--- config.mk ---
export PLATFORM = sky130hd
export DESIGN_NAME = free_list_block_allocator
export DESIGN_NICKNAME = d
export VERILOG_FILES = /design/src/hdl/fla_pkg.sv /design/src/hdl/free_list_block_allocator.sv /design/src/hdl/fla_ram.sv /design/src/hdl/fla_div.sv /design/src/hdl/fla_ctrl.sv
export SDC_FILE = /design/constraint.sdc
export NUM_CORES = 1
export LEC_CHECK = 0
export ABC_AREA = 1
export ABC_CLOCK_PERIOD_IN_PS = 6300
export BUFFER_PORTS_ARGS = -buffer_cell sky130_fd_sc_hd__buf_2
export CAP_MARGIN = 20
export CORE_MARGIN = 1.5
export CORE_UTILIZATION = 38
export CTS_CLUSTER_DIAMETER = 60
export DETAILED_ROUTE_END_ITERATION = 12
export HOLD_SLACK_MARGIN = 0.03
export PLACE_DENSITY = 0.51
export SYNTH_ARGS = -nofsm -noshare
export SYNTH_HDL_FRONTEND = slang
export SYNTH_SLANG_ARGS = --single-unit
--- constraint.sdc ---
create_clock -name clk_i -period 6.3 [get_ports clk_i]
set_input_delay 1.26 -clock clk_i [delete_from_list [all_inputs] [get_ports clk_i]]
set_output_delay 1.26 -clock clk_i [all_outputs]
set_load 0.005 [all_outputs]
--- src/hdl/fla_pkg.sv ---
package fla_pkg;

  // request codes
  typedef enum logic {
    ACT_ALLOC = 1'b0,
    ACT_FREE  = 1'b1
  } action_e;

  // result codes
  typedef enum logic [1:0] {
    STAT_OK       = 2'd0,
    STAT_NO_MEM   = 2'd1,
    STAT_PACK     = 2'd2,
    STAT_RANGE    = 2'd3
  } status_e;

  typedef struct packed {
    action_e     action;
    logic [9:0]  size_bytes;
    logic [3:0]  start_block;
  } fla_in_t;

  typedef struct packed {
    logic [3:0]  alloc_block;
    status_e     status;
    logic [4:0]  free_count;
  } fla_out_t;

  // sequencer states
  typedef enum logic [3:0] {
    ST_INIT,
    ST_IDLE,
    ST_DIV,
    ST_DECIDE,
    ST_FREE_WR,
    ST_SRCH,
    ST_RUN_RD,
    ST_RUN_EV,
    ST_SORT_RD,
    ST_SORT_EV,
    ST_ASC_RD,
    ST_ASC_EV,
    ST_ASC_END,
    ST_DONE
  } fla_state_e;

endpackage

--- src/hdl/free_list_block_allocator.sv ---
// channel | direction | handshake               | payload
// in      | input     | in_valid_i / in_ready_o | in_item_i  (action, size, start block)
// out     | output    | out_valid_o / out_ready_i | out_item_o (block, status, free count)
//
// one item at a time; the block count comes from a registered reciprocal multiply
// free: one table write per freed block; alloc: a read state and an evaluate state per list entry walked,
// and a failed first walk adds a sort (mark the entries, then relink them in ascending order) and a second walk
// after reset a fill pass writes the table before the first item
// the output register lets the next item be taken while a result waits
module free_list_block_allocator
  import fla_pkg::*;
#(
  parameter int NUM_BLOCKS  = 16,
  parameter int BLOCK_BYTES = 8
) (
  input  logic     clk_i,
  input  logic     rst_ni,
  input  logic     in_valid_i,
  output logic     in_ready_o,
  input  fla_in_t  in_item_i,
  output logic     out_valid_o,
  input  logic     out_ready_i,
  output fla_out_t out_item_o
);

  logic     res_valid, res_ready;
  fla_out_t res_item;
  logic     out_valid_q;
  fla_out_t out_item_q;

  fla_ctrl #(.NUM_BLOCKS(NUM_BLOCKS), .BLOCK_BYTES(BLOCK_BYTES)) u_ctrl (
    .clk_i       (clk_i),
    .rst_ni      (rst_ni),
    .in_valid_i  (in_valid_i),
    .in_ready_o  (in_ready_o),
    .in_item_i   (in_item_i),
    .res_valid_o (res_valid),
    .res_ready_i (res_ready),
    .res_item_o  (res_item)
  );

  // output register
  assign res_ready = !out_valid_q || out_ready_i;

  always_ff @(posedge clk_i or negedge rst_ni) begin
    if (!rst_ni) begin
      out_valid_q <= 1'b0;
    end else if (res_ready) begin
      out_valid_q <= res_valid;
    end
  end

  always_ff @(posedge clk_i) begin
    if (res_ready && res_valid) begin
      out_item_q <= res_item;
    end
  end

  assign out_valid_o = out_valid_q;
  assign out_item_o  = out_item_q;

  // a failed request never reports a block; a free request reports none either, but only failures are checked
  a_fail_no_block: assert property (@(posedge clk_i) disable iff (!rst_ni)
    (res_valid && res_item.status != STAT_OK) |-> res_item.alloc_block == 4'd0)
    else $error("failed request reports a block");

  // a finished result is held until the output register takes it
  a_res_held: assert property (@(posedge clk_i) disable iff (!rst_ni)
    (res_valid && !res_ready) |=> (res_valid && $stable(res_item)))
    else $error("result dropped before hand-over");

  // no item is taken while a result is still inside the sequencer
  a_no_overlap: assert property (@(posedge clk_i) disable iff (!rst_ni)
    in_ready_o |-> !res_valid)
    else $error("item taken while result pending");

endmodule

--- src/hdl/fla_ram.sv ---
module fla_ram #(
  parameter int WIDTH = 5,
  parameter int DEPTH = 16
) (
  input  logic                     clk_i,
  input  logic                     we_i,
  input  logic [$clog2(DEPTH)-1:0] waddr_i,
  input  logic [WIDTH-1:0]         wdata_i,
  input  logic [$clog2(DEPTH)-1:0] raddr_i,
  output logic [WIDTH-1:0]         rdata_o
);

  logic [WIDTH-1:0] mem_q [DEPTH];
  logic [WIDTH-1:0] rdata_q;

  // one write port, one registered read port
  always_ff @(posedge clk_i) begin
    if (we_i) begin
      mem_q[waddr_i] <= wdata_i;
    end
    rdata_q <= mem_q[raddr_i];
  end

  assign rdata_o = rdata_q;

endmodule

--- src/hdl/fla_div.sv ---
module fla_div #(
  parameter int BLOCK_BYTES = 8,
  parameter int NW          = 11
) (
  input  logic          clk_i,
  input  logic          rst_ni,
  input  logic          start_i,
  input  logic [9:0]    size_i,
  output logic          done_o,
  output logic [NW-1:0] count_o
);

  localparam int LB = $clog2(BLOCK_BYTES);
  localparam int SH = NW + LB;
  localparam int PW = 2 * NW + 1;
  // rounded-up reciprocal, exact for every numerator below 2**NW
  localparam logic [NW:0] RECIP = (NW + 1)'(((1 << SH) + BLOCK_BYTES - 1) / BLOCK_BYTES);

  logic [NW-1:0] num;
  logic [PW-1:0] prod;
  logic [NW-1:0] quo_q;
  logic          done_q;

  // rounded-up block count by reciprocal multiplication
  assign num  = NW'(size_i) + NW'(BLOCK_BYTES - 1);
  assign prod = PW'(num) * PW'(RECIP);

  always_ff @(posedge clk_i or negedge rst_ni) begin
    if (!rst_ni) begin
      done_q <= 1'b0;
    end else begin
      done_q <= start_i;
    end
  end

  always_ff @(posedge clk_i) begin
    if (start_i) begin
      quo_q <= NW'(prod >> SH);
    end
  end

  // a size of zero still takes one block
  assign done_o  = done_q;
  assign count_o = (quo_q == '0) ? NW'(1) : quo_q;

endmodule

--- src/hdl/fla_ctrl.sv ---
module fla_ctrl
  import fla_pkg::*;
#(
  parameter int NUM_BLOCKS  = 16,
  parameter int BLOCK_BYTES = 8
) (
  input  logic     clk_i,
  input  logic     rst_ni,
  input  logic     in_valid_i,
  output logic     in_ready_o,
  input  fla_in_t  in_item_i,
  output logic     res_valid_o,
  input  logic     res_ready_i,
  output fla_out_t res_item_o
);

  localparam int IW = $clog2(NUM_BLOCKS + 1);
  localparam int AW = $clog2(NUM_BLOCKS);
  localparam int NW = $clog2(1024 + BLOCK_BYTES);
  localparam int SW = ((IW > NW) ? IW : NW) + 1;
  localparam int VW = IW + 1;
  localparam logic [IW-1:0] NULL_IDX = IW'(NUM_BLOCKS);

  fla_state_e state_q, state_d;

  logic [IW-1:0] head_q, head_d;
  logic [IW-1:0] free_q, free_d;
  logic [NW-1:0] cnt_q, cnt_d;
  action_e       action_q, action_d;
  logic [3:0]    start_q, start_d;
  logic [IW-1:0] ptr_q, ptr_d;
  logic [IW-1:0] run_q, run_d;
  logic [IW-1:0] prev_q, prev_d;
  logic [IW-1:0] len_q, len_d;
  logic [VW-1:0] vis_q, vis_d;
  logic [IW-1:0] tail_q, tail_d;
  logic [IW-1:0] steps_q, steps_d;
  logic          second_q, second_d;
  logic [IW-1:0] grant_q, grant_d;
  status_e       status_q, status_d;

  logic          tbl_we;
  logic [AW-1:0] tbl_waddr, tbl_raddr;
  logic [IW-1:0] tbl_wdata, tbl_rdata;
  logic          mk_we, mk_wdata, mk_rdata;
  logic [AW-1:0] mk_waddr, mk_raddr;

  logic          div_start, div_done;
  logic [NW-1:0] div_count;

  logic [IW-1:0] nx;
  logic [VW-1:0] vis_sum;
  logic [SW-1:0] free_sum, free_end;

  function automatic logic [IW-1:0] norm(input logic [IW-1:0] v);
    return (v >= NULL_IDX) ? NULL_IDX : v;
  endfunction

  // next-pointer table and sort marks
  fla_ram #(.WIDTH(IW), .DEPTH(NUM_BLOCKS)) u_tbl (
    .clk_i   (clk_i),
    .we_i    (tbl_we),
    .waddr_i (tbl_waddr),
    .wdata_i (tbl_wdata),
    .raddr_i (tbl_raddr),
    .rdata_o (tbl_rdata)
  );

  fla_ram #(.WIDTH(1), .DEPTH(NUM_BLOCKS)) u_mark (
    .clk_i   (clk_i),
    .we_i    (mk_we),
    .waddr_i (mk_waddr),
    .wdata_i (mk_wdata),
    .raddr_i (mk_raddr),
    .rdata_o (mk_rdata)
  );

  fla_div #(.BLOCK_BYTES(BLOCK_BYTES), .NW(NW)) u_div (
    .clk_i   (clk_i),
    .rst_ni  (rst_ni),
    .start_i (div_start),
    .size_i  (in_item_i.size_bytes),
    .done_o  (div_done),
    .count_o (div_count)
  );

  assign nx       = norm(tbl_rdata);
  assign vis_sum  = vis_q + VW'(len_q);
  assign free_sum = SW'(free_q) + SW'(cnt_q);
  assign free_end = SW'(start_q) + SW'(cnt_q);

  // sequencer: next state, memory accesses, bookkeeping
  always_comb begin
    state_d  = state_q;
    head_d   = head_q;
    free_d   = free_q;
    cnt_d    = cnt_q;
    action_d = action_q;
    start_d  = start_q;
    ptr_d    = ptr_q;
    run_d    = run_q;
    prev_d   = prev_q;
    len_d    = len_q;
    vis_d    = vis_q;
    tail_d   = tail_q;
    steps_d  = steps_q;
    second_d = second_q;
    grant_d  = grant_q;
    status_d = status_q;

    tbl_we    = 1'b0;
    tbl_waddr = AW'(ptr_q);
    tbl_wdata = ptr_q + IW'(1);
    tbl_raddr = AW'(ptr_q);
    mk_we     = 1'b0;
    mk_waddr  = AW'(ptr_q);
    mk_wdata  = 1'b0;
    mk_raddr  = AW'(ptr_q);

    in_ready_o  = 1'b0;
    res_valid_o = 1'b0;
    div_start   = 1'b0;

    unique case (state_q)
      // fill the table with the ascending chain after reset
      ST_INIT: begin
        tbl_we = 1'b1;
        mk_we  = 1'b1;
        ptr_d  = ptr_q + IW'(1);
        if (ptr_q == IW'(NUM_BLOCKS - 1)) begin
          state_d = ST_IDLE;
        end
      end

      ST_IDLE: begin
        in_ready_o = 1'b1;
        if (in_valid_i) begin
          div_start = 1'b1;
          action_d  = in_item_i.action;
          start_d   = in_item_i.start_block;
          grant_d   = '0;
          status_d  = STAT_OK;
          state_d   = ST_DIV;
        end
      end

      ST_DIV: begin
        if (div_done) begin
          cnt_d   = div_count;
          state_d = ST_DECIDE;
        end
      end

      ST_DECIDE: begin
        ptr_d    = '0;
        second_d = 1'b0;
        if (action_q == ACT_FREE) begin
          if (free_end > SW'(NUM_BLOCKS)) begin
            status_d = STAT_RANGE;
            state_d  = ST_DONE;
          end else begin
            state_d = ST_FREE_WR;
          end
        end else if (SW'(free_q) < SW'(cnt_q)) begin
          status_d = STAT_NO_MEM;
          state_d  = ST_DONE;
        end else begin
          state_d = ST_SRCH;
        end
      end

      // link the freed run in order, last entry to the old head
      ST_FREE_WR: begin
        tbl_we    = 1'b1;
        tbl_waddr = AW'(SW'(start_q) + SW'(ptr_q));
        if (SW'(ptr_q) + SW'(1) < SW'(cnt_q)) begin
          tbl_wdata = IW'(SW'(start_q) + SW'(ptr_q) + SW'(1));
          ptr_d     = ptr_q + IW'(1);
        end else begin
          tbl_wdata = norm(head_q);
          head_d    = IW'(start_q);
          free_d    = (free_sum > SW'(NUM_BLOCKS)) ? NULL_IDX : IW'(free_sum);
          state_d   = ST_DONE;
        end
      end

      // start a first-fit walk from the head
      ST_SRCH: begin
        prev_d = NULL_IDX;
        vis_d  = '0;
        len_d  = IW'(1);
        ptr_d  = head_q;
        run_d  = head_q;
        if (norm(head_q) == NULL_IDX) begin
          if (second_q) begin
            status_d = STAT_PACK;
            state_d  = ST_DONE;
          end else begin
            second_d = 1'b1;
          end
        end else begin
          state_d = ST_RUN_RD;
        end
      end

      ST_RUN_RD: begin
        state_d = ST_RUN_EV;
      end

      ST_RUN_EV: begin
        if (SW'(len_q) >= SW'(cnt_q)) begin
          // run long enough: unlink the granted blocks
          if (prev_q == NULL_IDX) begin
            head_d = nx;
          end else begin
            tbl_we    = 1'b1;
            tbl_waddr = AW'(prev_q);
            tbl_wdata = nx;
          end
          free_d  = free_q - IW'(cnt_q);
          grant_d = run_q;
          state_d = ST_DONE;
        end else if (nx != NULL_IDX && nx == ptr_q + IW'(1) && len_q < NULL_IDX) begin
          len_d   = len_q + IW'(1);
          ptr_d   = nx;
          state_d = ST_RUN_RD;
        end else if (nx == NULL_IDX || vis_sum >= VW'(NUM_BLOCKS)) begin
          // walk exhausted
          if (second_q) begin
            status_d = STAT_PACK;
            state_d  = ST_DONE;
          end else if (head_q >= NULL_IDX) begin
            second_d = 1'b1;
            state_d  = ST_SRCH;
          end else begin
            ptr_d   = head_q;
            steps_d = '0;
            state_d = ST_SORT_RD;
          end
        end else begin
          vis_d   = vis_sum;
          prev_d  = ptr_q;
          run_d   = nx;
          ptr_d   = nx;
          len_d   = IW'(1);
          state_d = ST_RUN_RD;
        end
      end

      // sort: mark every entry reached from the head
      ST_SORT_RD: begin
        mk_we    = 1'b1;
        mk_wdata = 1'b1;
        state_d  = ST_SORT_EV;
      end

      ST_SORT_EV: begin
        steps_d = steps_q + IW'(1);
        if (nx < NULL_IDX && steps_q + IW'(1) < NULL_IDX) begin
          ptr_d   = nx;
          state_d = ST_SORT_RD;
        end else begin
          ptr_d   = '0;
          tail_d  = NULL_IDX;
          head_d  = NULL_IDX;
          state_d = ST_ASC_RD;
        end
      end

      // sort: relink marked entries in ascending order, clearing marks
      ST_ASC_RD: begin
        state_d = ST_ASC_EV;
      end

      ST_ASC_EV: begin
        if (mk_rdata) begin
          mk_we = 1'b1;
          if (tail_q == NULL_IDX) begin
            head_d = ptr_q;
          end else begin
            tbl_we    = 1'b1;
            tbl_waddr = AW'(tail_q);
            tbl_wdata = ptr_q;
          end
          tail_d = ptr_q;
        end
        if (ptr_q == IW'(NUM_BLOCKS - 1)) begin
          state_d = ST_ASC_END;
        end else begin
          ptr_d   = ptr_q + IW'(1);
          state_d = ST_ASC_RD;
        end
      end

      ST_ASC_END: begin
        if (tail_q != NULL_IDX) begin
          tbl_we    = 1'b1;
          tbl_waddr = AW'(tail_q);
          tbl_wdata = NULL_IDX;
        end
        second_d = 1'b1;
        state_d  = ST_SRCH;
      end

      ST_DONE: begin
        res_valid_o = 1'b1;
        if (res_ready_i) begin
          state_d = ST_IDLE;
        end
      end

      default: begin
        state_d = ST_IDLE;
      end
    endcase
  end

  always_ff @(posedge clk_i or negedge rst_ni) begin
    if (!rst_ni) begin
      state_q  <= ST_INIT;
      ptr_q    <= '0;
      head_q   <= '0;
      free_q   <= NULL_IDX;
      second_q <= 1'b0;
    end else begin
      state_q  <= state_d;
      ptr_q    <= ptr_d;
      head_q   <= head_d;
      free_q   <= free_d;
      second_q <= second_d;
    end
  end

  always_ff @(posedge clk_i) begin
    cnt_q    <= cnt_d;
    action_q <= action_d;
    start_q  <= start_d;
    run_q    <= run_d;
    prev_q   <= prev_d;
    len_q    <= len_d;
    vis_q    <= vis_d;
    tail_q   <= tail_d;
    steps_q  <= steps_d;
    grant_q  <= grant_d;
    status_q <= status_d;
  end

  assign res_item_o.alloc_block = 4'(grant_q);
  assign res_item_o.status      = status_q;
  assign res_item_o.free_count  = 5'(free_q);

endmodule
# Yosys cells after proc, flatten, opt, wreduce, memory -nomap -nowiden
# Memories as Yosys holds them, arrays and structs flattened. A register that Yosys moved wholly into a read port is not among the register bits.
# Cells that the tools add are included.
# word_totals
reg_bits	90
mem_bits_rw	96
out_inout_bits	13
memories	2
# classes
add_sub_neg	11
magnitude_cmp	11
eq_ne	46
mux	114
n_reduce_logical	33
# mem_list
memory	depth	word_bits	read_ports	rd_ports_with_merged_regs	wr	line_no	source
u_ctrl.u_tbl.mem_q	16	5	1	1	1	fla_ram.sv:13	logic [WIDTH-1:0] mem_q [DEPTH];
u_ctrl.u_mark.mem_q	16	1	1	1	1	fla_ram.sv:13	
# ops
cell	count
$mux W5	37
$mux W4	25
$pmux W4 S14	1
$pmux W5 S2	5
$pmux W5 S4	2
$pmux W5 S7	1
$eq A4 B4 Y1 const B	6
$gt A12 B5 Y1 const B	2
$ne A2 B2 Y1 const B	12
$mux W1	21
$add A5 B1 Y5 const B	4
$eq A5 B5 Y1 const B	4
$mux W2	10
$mux W6	3
$reduce_and A6 Y1	3
$eq A4 B3 Y1 const B	4
$pmux W4 S2	2
$pmux W4 S4	1
$lt A5 B5 Y1 const B	3
$ne A2 B1 Y1 const B	7
$lt A12 B8 Y1	1
$pmux W6 S2	1
$reduce_and A3 Y1	4
$reduce_bool A4 Y1	3
other kinds (37)	53

# Depth between registers and ports, before layout
# depth
word_depth	8
mapped_depth	18
ltp_nobuf	17

# Hierarchy
# A second synthesis with hierarchy kept.
# hier_totals
hier_cells	1315
area_unflattened_um2	11259.5
# modules_own_cells
mod	n_inst	cells_per_inst	area_per_inst_um2	seq_area_each_um2
fla_ctrl	1	785	5761.8	2063.2
fla_ram (u_ctrl.u_tbl)	1	355	3733.6	2502.4
fla_ram (u_ctrl.u_mark)	1	94	849.6	500.5
fla_div	1	64	539.3	265.3
free_list_block_allocator	1	17	375.4	355.3

# Worst setup path before layout
# Ideal clock, no wire load.
# synth_path
path_kind	reg-to-reg
start	reg u_ctrl.ptr_q[0]
end	reg u_ctrl.prev_q[0] (enable)
setup_time_ps	406
arrival_ps	3013
t_required_ps	5894
path_slack_ps	2881
stages_incl_launch_ff	12
path_buffers	2
period_less_slack_ps	3419
cell_sequence	dfrtp_1 > buf_2 > inv_2 > clkbuf_1 > ha_1 > inv_1 > nand3_1 > nand3_1 > nor2_1 > nand4_1 > inv_1 > nor3_1
# synth_between
elab_chain_cells	6
# synth_lines
item	line_no	source
from (decl)	fla_ctrl.sv:31	logic [IW-1:0] ptr_q, ptr_d;
from (signal assigned)	fla_ctrl.sv:327	ptr_q <= ptr_d;
$add A5 B1 Y5	fla_ctrl.sv:223	end else if (nx != NULL_IDX && nx == ptr_q + IW'(1) && len_q < NULL_IDX) begin
$eq A5 B5 Y1	fla_ctrl.sv:223	
$logic_and A1 B1 Y1 (2 in series)	fla_ctrl.sv:223	
$ne A2 B2 Y1 (no source line)	--	
$reduce_and A4 Y1 (no source line)	--	
to (signal assigned)	fla_ctrl.sv:339	prev_q <= prev_d;
to (decl)	fla_ctrl.sv:33	logic [IW-1:0] prev_q, prev_d;
# Every way passes these cells.
# A chain may end at the register's enable or synchronous reset.

# Final worst setup path
# layout_path
start	reg u_ctrl.ptr_q[1]
end	mem u_ctrl.u_tbl.mem_q[3][3], data pin
# layout_between
elab_chain_cells	4
# layout_lines
item	line_no	source
$add A5 B1 Y6, or another cell as far along	fla_ctrl.sv:176	if (SW'(ptr_q) + SW'(1) < SW'(cnt_q)) begin
$lt A12 B8 Y1, or another cell as far along	fla_ctrl.sv:176	
$mux W5 (on tied branches)	fla_ctrl.sv:176, fla_ctrl.sv:211, fla_ctrl.sv:276	
$pmux W5 S4 (*)	fla_ctrl.sv:124	unique case (state_q)
net u_ctrl.tbl_wdata[3]	fla_ctrl.sv:44	logic [IW-1:0] tbl_wdata, tbl_rdata;
to (decl)	fla_ram.sv:13	
# The timed path passes the listed nets; every way through them passes the cells marked *.

==> reports/summary.md <==
For the number of cells produced by synthesis, the log shows 1,187. The fraction of layout cells with a size suffix above 1 is 10.5%, and the number of placement rows is 60. In this design, the critical path's most frequently occurring cell is sky130_fd_sc_hd__nor2_1.

The logs give 14.6 mm for the met1 layer wirelength in the final routing and 17 for the number of buffers added by the clock tree synthesis step. The die covers 28,800 um^2. Headroom to the max-slew limit came out at 29.6%.

Across the VDD grid, the largest voltage drop is 0.203 mV. The worst min-delay path endpoint is out_item_o[5]. Data arrives at the worst endpoint at 4.03 ns. The library cells used most frequently in the layout, excluding fill and tap cells, are sky130_fd_sc_hd__nand2_1, sky130_fd_sc_hd__nor2_1, sky130_fd_sc_hd__edfxtp_1, sky130_fd_sc_hd__inv_1, sky130_fd_sc_hd__o21ai_0. The tools report the final total negative setup slack as 0 ns. The synthesized netlist occupies a cell area of 10,600 um^2. In the routed design, unresolved DRC markers number 0.

Leaving out fill and tap cells, the most frequent cell in the layout is sky130_fd_sc_hd__nand2_1. The flow ran to the end, and the final reports show no timing, DRC or antenna violations. The number of unique standard cell types used by synthesis is 50. Traced cell by cell, the critical path runs through ha_1 -> inv_1 -> nor2_1 -> ha_1 -> inv_1 -> ha_1 -> a21oi_1 -> or2_2 -> nand2_1 -> nor2_1 -> inv_1 -> nor2_1 -> nor2_1 -> nand4_1.

The type of the setup path with the least slack is flip-flop to flip-flop. Reg-to-reg critical path startpoint: u_ctrl.ptr_q[1]. The run gives 0 as the count of warnings emitted by yosys. In the synthesized netlist the dominant register cell turns out to be sky130_fd_sc_hd__edfxtp_1. Power spread over the standard cell area amounts to 469 nW/um^2. Post-synthesis sequential area ratio: 53.0%. The fraction of synthesis flops using an asynchronous set or reset pin was 11.5%.

The logs give 2 for the maximum count of clock buffers along a single path and 8,279 for the total via count after detailed routing. In this run the worst path has a maximum fanout of 21. The library cell occupying the most area in the post-synthesis netlist was sky130_fd_sc_hd__edfxtp_1.

The cell at the root of the clock tree is sky130_fd_sc_hd__clkbuf_16. The synthesized design contains 192 register bits. The maximum level of the CTS H-tree was 4; the number of stages on the worst hold path was 0. Number of diodes: 0. In this run the remaining antenna-violating nets after routing total 0. The total setup violations reported at the end of the flow was 0.

The logs give 246 MHz for the maximum frequency from static timing analysis and 0 for the cts-stage hold buffer count. The core region area is 27,100 um^2. For this run, the detailed router's first-pass iteration total came to 5.

Buffers placed on the I/O ports in this run total 31. The tools report the initial core utilization as 38.9%. Via count of the first global-routing pass: 7,817.

The routed design uses 12.8 mm of met2 wire. Clock-pin slew was measured on the worst setup and hold paths at 0.10 ns. The congestion estimate from routability-driven global placement came to 0.921.

The run gives 46.6 mm as the wire length of the first global-routing pass. The worst setup path is launched from a flip-flop. Dividing the detail-routed wire length by the instance count gives 18.6 um.

The layout-stage area growth over the synthesis result is 11.5%. The synthesized design contains 164 enable-type register cells. The worst hold path begins at u_ctrl.status_q[0]. The register-to-register setup slack was 2.23 ns; the pin count of the biggest net entering global routing was 57.

The slew of the pin with the lowest slew margin works out to 1.05 ns. For this run the aggregate overflow at the end of global routing stands at 0. Together, buffers and inverters on the worst path number 3. The number of hold-slack violations in the final timing report was 0.

Clock latency on the worst-skew pair: 0.45 ns. The path class of the tightest hold or removal check is flip-flop to flip-flop. After layout, the minimum clock period comes to 4.07 ns. The most critical setup path has its startpoint at u_ctrl.ptr_q[1]. In the finished design, the share of the clock period the worst path needs comes to 64.6%. In this run the count of I/O pins placed on the die edge is 32.

After detailed routing, the total wire length is 29.8 mm. The run gives 1,253 as the number of nets produced by synthesis. The initial antenna violation count was 0. In this run the horizontal extent of the chip is 170 um. A synthesized cell averages 8.89 um^2.

Among cell families on the critical path, the largest total delay comes from simple AND/OR/NAND/NOR gates. By area the synthesized netlist is led by sky130_fd_sc_hd__edfxtp_1, sky130_fd_sc_hd__nand2_1, sky130_fd_sc_hd__nor2_1, sky130_fd_sc_hd__dfrtp_1, sky130_fd_sc_hd__ha_1. The biggest cell delay along the critical path is 0.79 ns, and the max-cap violation count is 0. Summed over all cells, the static leakage comes to 4.91 nW. After clock tree synthesis, the setup repair step added 0 buffers. After clock tree synthesis, the repair step resized 0 gates. Signal routing reaches up to met4. On the final layout, the worst hold slack is 0.427 ns. The slowest library cell on the worst path is sky130_fd_sc_hd__dfrtp_1. The max-slew violation total from the final report came out at 0.

The vertical die dimension works out to 170 um. The total length of routed met3 wires is 1.83 mm. TritonCTS built the clock tree. STA puts the critical path data required time at 6.26 ns.

The worst register-to-register path ends at u_ctrl.u_tbl.mem_q[3][3]. Across the routed clock network, the largest skew measured is 0.0170 ns. The tools report the DRC violation total after the first TritonRoute iteration as 847. Measured in cells, the most critical reg-to-reg path has a length of 14. For the global-route total usage across every layer, the log shows 21.7%. STA classifies the critical path endpoint as a flip-flop. Share of the synthesized area in the top cell type: 46.7%. The net total in the final layout came out at 1,278.

Setup repair after global routing left no endpoint under its margin. The clock net in this run drives a total of 192 sinks. The vias per cell was 5.18.

Detailed placement ended at an HPWL of 21.3 mm. The post-route core utilization was 43.4%.
-- logic make-up after synthesis --
family                   after synthesis  share of synthesized area, %
AND/OR/NAND/NOR                      596                          24.8
flip-flops                           192                          53.0
AO/OA/AOI/OAI                        172                          9.18
buffers and inverters                169                          6.19
adder cells (fa/ha/maj)               47                          5.93
XOR/XNOR                              11                         0.913
-- sequential cells by signal, indices dropped and copies added, names as in the netlist, 4 cells and up --
name                  count
out_item_o               11
u_ctrl.cnt_q              8
u_ctrl.free_q             5
u_ctrl.grant_q            4
u_ctrl.head_q             5
u_ctrl.len_q              5
u_ctrl.prev_q             5
u_ctrl.ptr_q              5
u_ctrl.run_q              4
u_ctrl.start_q            4
u_ctrl.state_q            4
u_ctrl.steps_q            5
u_ctrl.tail_q             5
u_ctrl.u_div.quo_q        8
u_ctrl.u_mark.mem_q      16
u_ctrl.u_tbl.mem_q       80
u_ctrl.u_tbl.rdata_o      5
u_ctrl.vis_q              6
-- cell type report --
| cell class | count | area [um^2] |
|---|---|---|
| Timing Repair Buffer | 39 | 219 |
| Clock buffer | 17 | 425 |
| Sequential cell | 192 | 5600 |
| Clock inverter | 15 | 240 |
| Multi-Input combinational cell | 826 | 4310 |
| Fill cell | 2700 | 15300 |
| Inverter | 136 | 513 |
| Tap cell | 372 | 465 |
-- worst register-to-register path, cell delays in order (launching register included) --
cell	delay [ns]
sky130_fd_sc_hd__dfrtp_1	0.79
sky130_fd_sc_hd__ha_1	0.30
sky130_fd_sc_hd__inv_1	0.11
sky130_fd_sc_hd__nor2_1	0.15
sky130_fd_sc_hd__ha_1	0.27
sky130_fd_sc_hd__inv_1	0.20
sky130_fd_sc_hd__ha_1	0.19
sky130_fd_sc_hd__a21oi_1	0.05
sky130_fd_sc_hd__or2_2	0.26
sky130_fd_sc_hd__nand2_1	0.24
sky130_fd_sc_hd__nor2_1	0.16
sky130_fd_sc_hd__inv_1	0.15
sky130_fd_sc_hd__nor2_1	0.06
sky130_fd_sc_hd__nor2_1	0.13
sky130_fd_sc_hd__nand4_1	0.55
-- layer usage --
| layer | GRT usage (%) | vias to the layer above |
|---|---|---|
| met1 | 32.5 | 3931 |
| met4 | 7.00 | 0 |
| met2 | 31.8 | 266 |
| met5 | 0 | - |
| met3 | 3.29 | 39 |
| li1 | - | 4043 |
-- Yosys cell counts (5+ instances only) --
cell type	count
sky130_fd_sc_hd__nand2_1	269
sky130_fd_sc_hd__nor2_1	184
sky130_fd_sc_hd__edfxtp_1	164
sky130_fd_sc_hd__inv_1	122
sky130_fd_sc_hd__o21ai_0	83
sky130_fd_sc_hd__nand3_1	60
sky130_fd_sc_hd__ha_1	42
sky130_fd_sc_hd__a21oi_1	36
sky130_fd_sc_hd__o22ai_1	25
sky130_fd_sc_hd__nand4_1	24
sky130_fd_sc_hd__clkbuf_1	22
sky130_fd_sc_hd__dfrtp_1	21
sky130_fd_sc_hd__nor3_1	12
sky130_fd_sc_hd__inv_2	11
sky130_fd_sc_hd__nand2_2	10
sky130_fd_sc_hd__xor2_1	9
sky130_fd_sc_hd__nand3_2	8
sky130_fd_sc_hd__buf_2	7
sky130_fd_sc_hd__dfxtp_1	6
sky130_fd_sc_hd__or2_2	6
sky130_fd_sc_hd__a211oi_1	5
sky130_fd_sc_hd__fa_1	5
sky130_fd_sc_hd__nor2_2	5
sky130_fd_sc_hd__o211ai_1	5
sky130_fd_sc_hd__o21ai_1	5
-- worst max path at each step --
stage / to / cells after the start / slack (ns)
2_1_floorplan: u_ctrl.prev_q[0] / 11 / 2.88
3_3_place_gp: u_ctrl.u_tbl.mem_q[8][3] / 14 / 2.39
3_5_place_dp: u_ctrl.u_tbl.mem_q[15][3] / 14 / 2.27
4_1_cts: u_ctrl.u_tbl.mem_q[0][3] / 14 / 2.25
5_1_grt: u_ctrl.u_tbl.mem_q[0][3] / 14 / 1.92
6_report: u_ctrl.u_tbl.mem_q[3][3] / 14 / 2.23
-- power by group --
group | total, mW | switching [mW] | internal, mW
logic | 2.25 | 1.60 | 0.654
registers | 2.06 | 0.246 | 1.82
clock network | 1.21 | 0.633 | 0.577
-- metrics by stage --
stage | std cells | cell area [um^2] | setup slack, ns | power [mW]
final | 1597 | 11800 | 2.23 | 5.53
after global routing | 1597 | 11800 | 1.92 | 5.90
after CTS | 1596 | 11800 | 2.25 | 5.52
after detailed placement | 1564 | 11100 | 2.27 | 4.30
after global placement | 1563 | 11100 | 2.39 | 4.30
after floorplan | 1187 | 10600 | 2.88 | 3.55
Power figures use the tool's default switching activity.
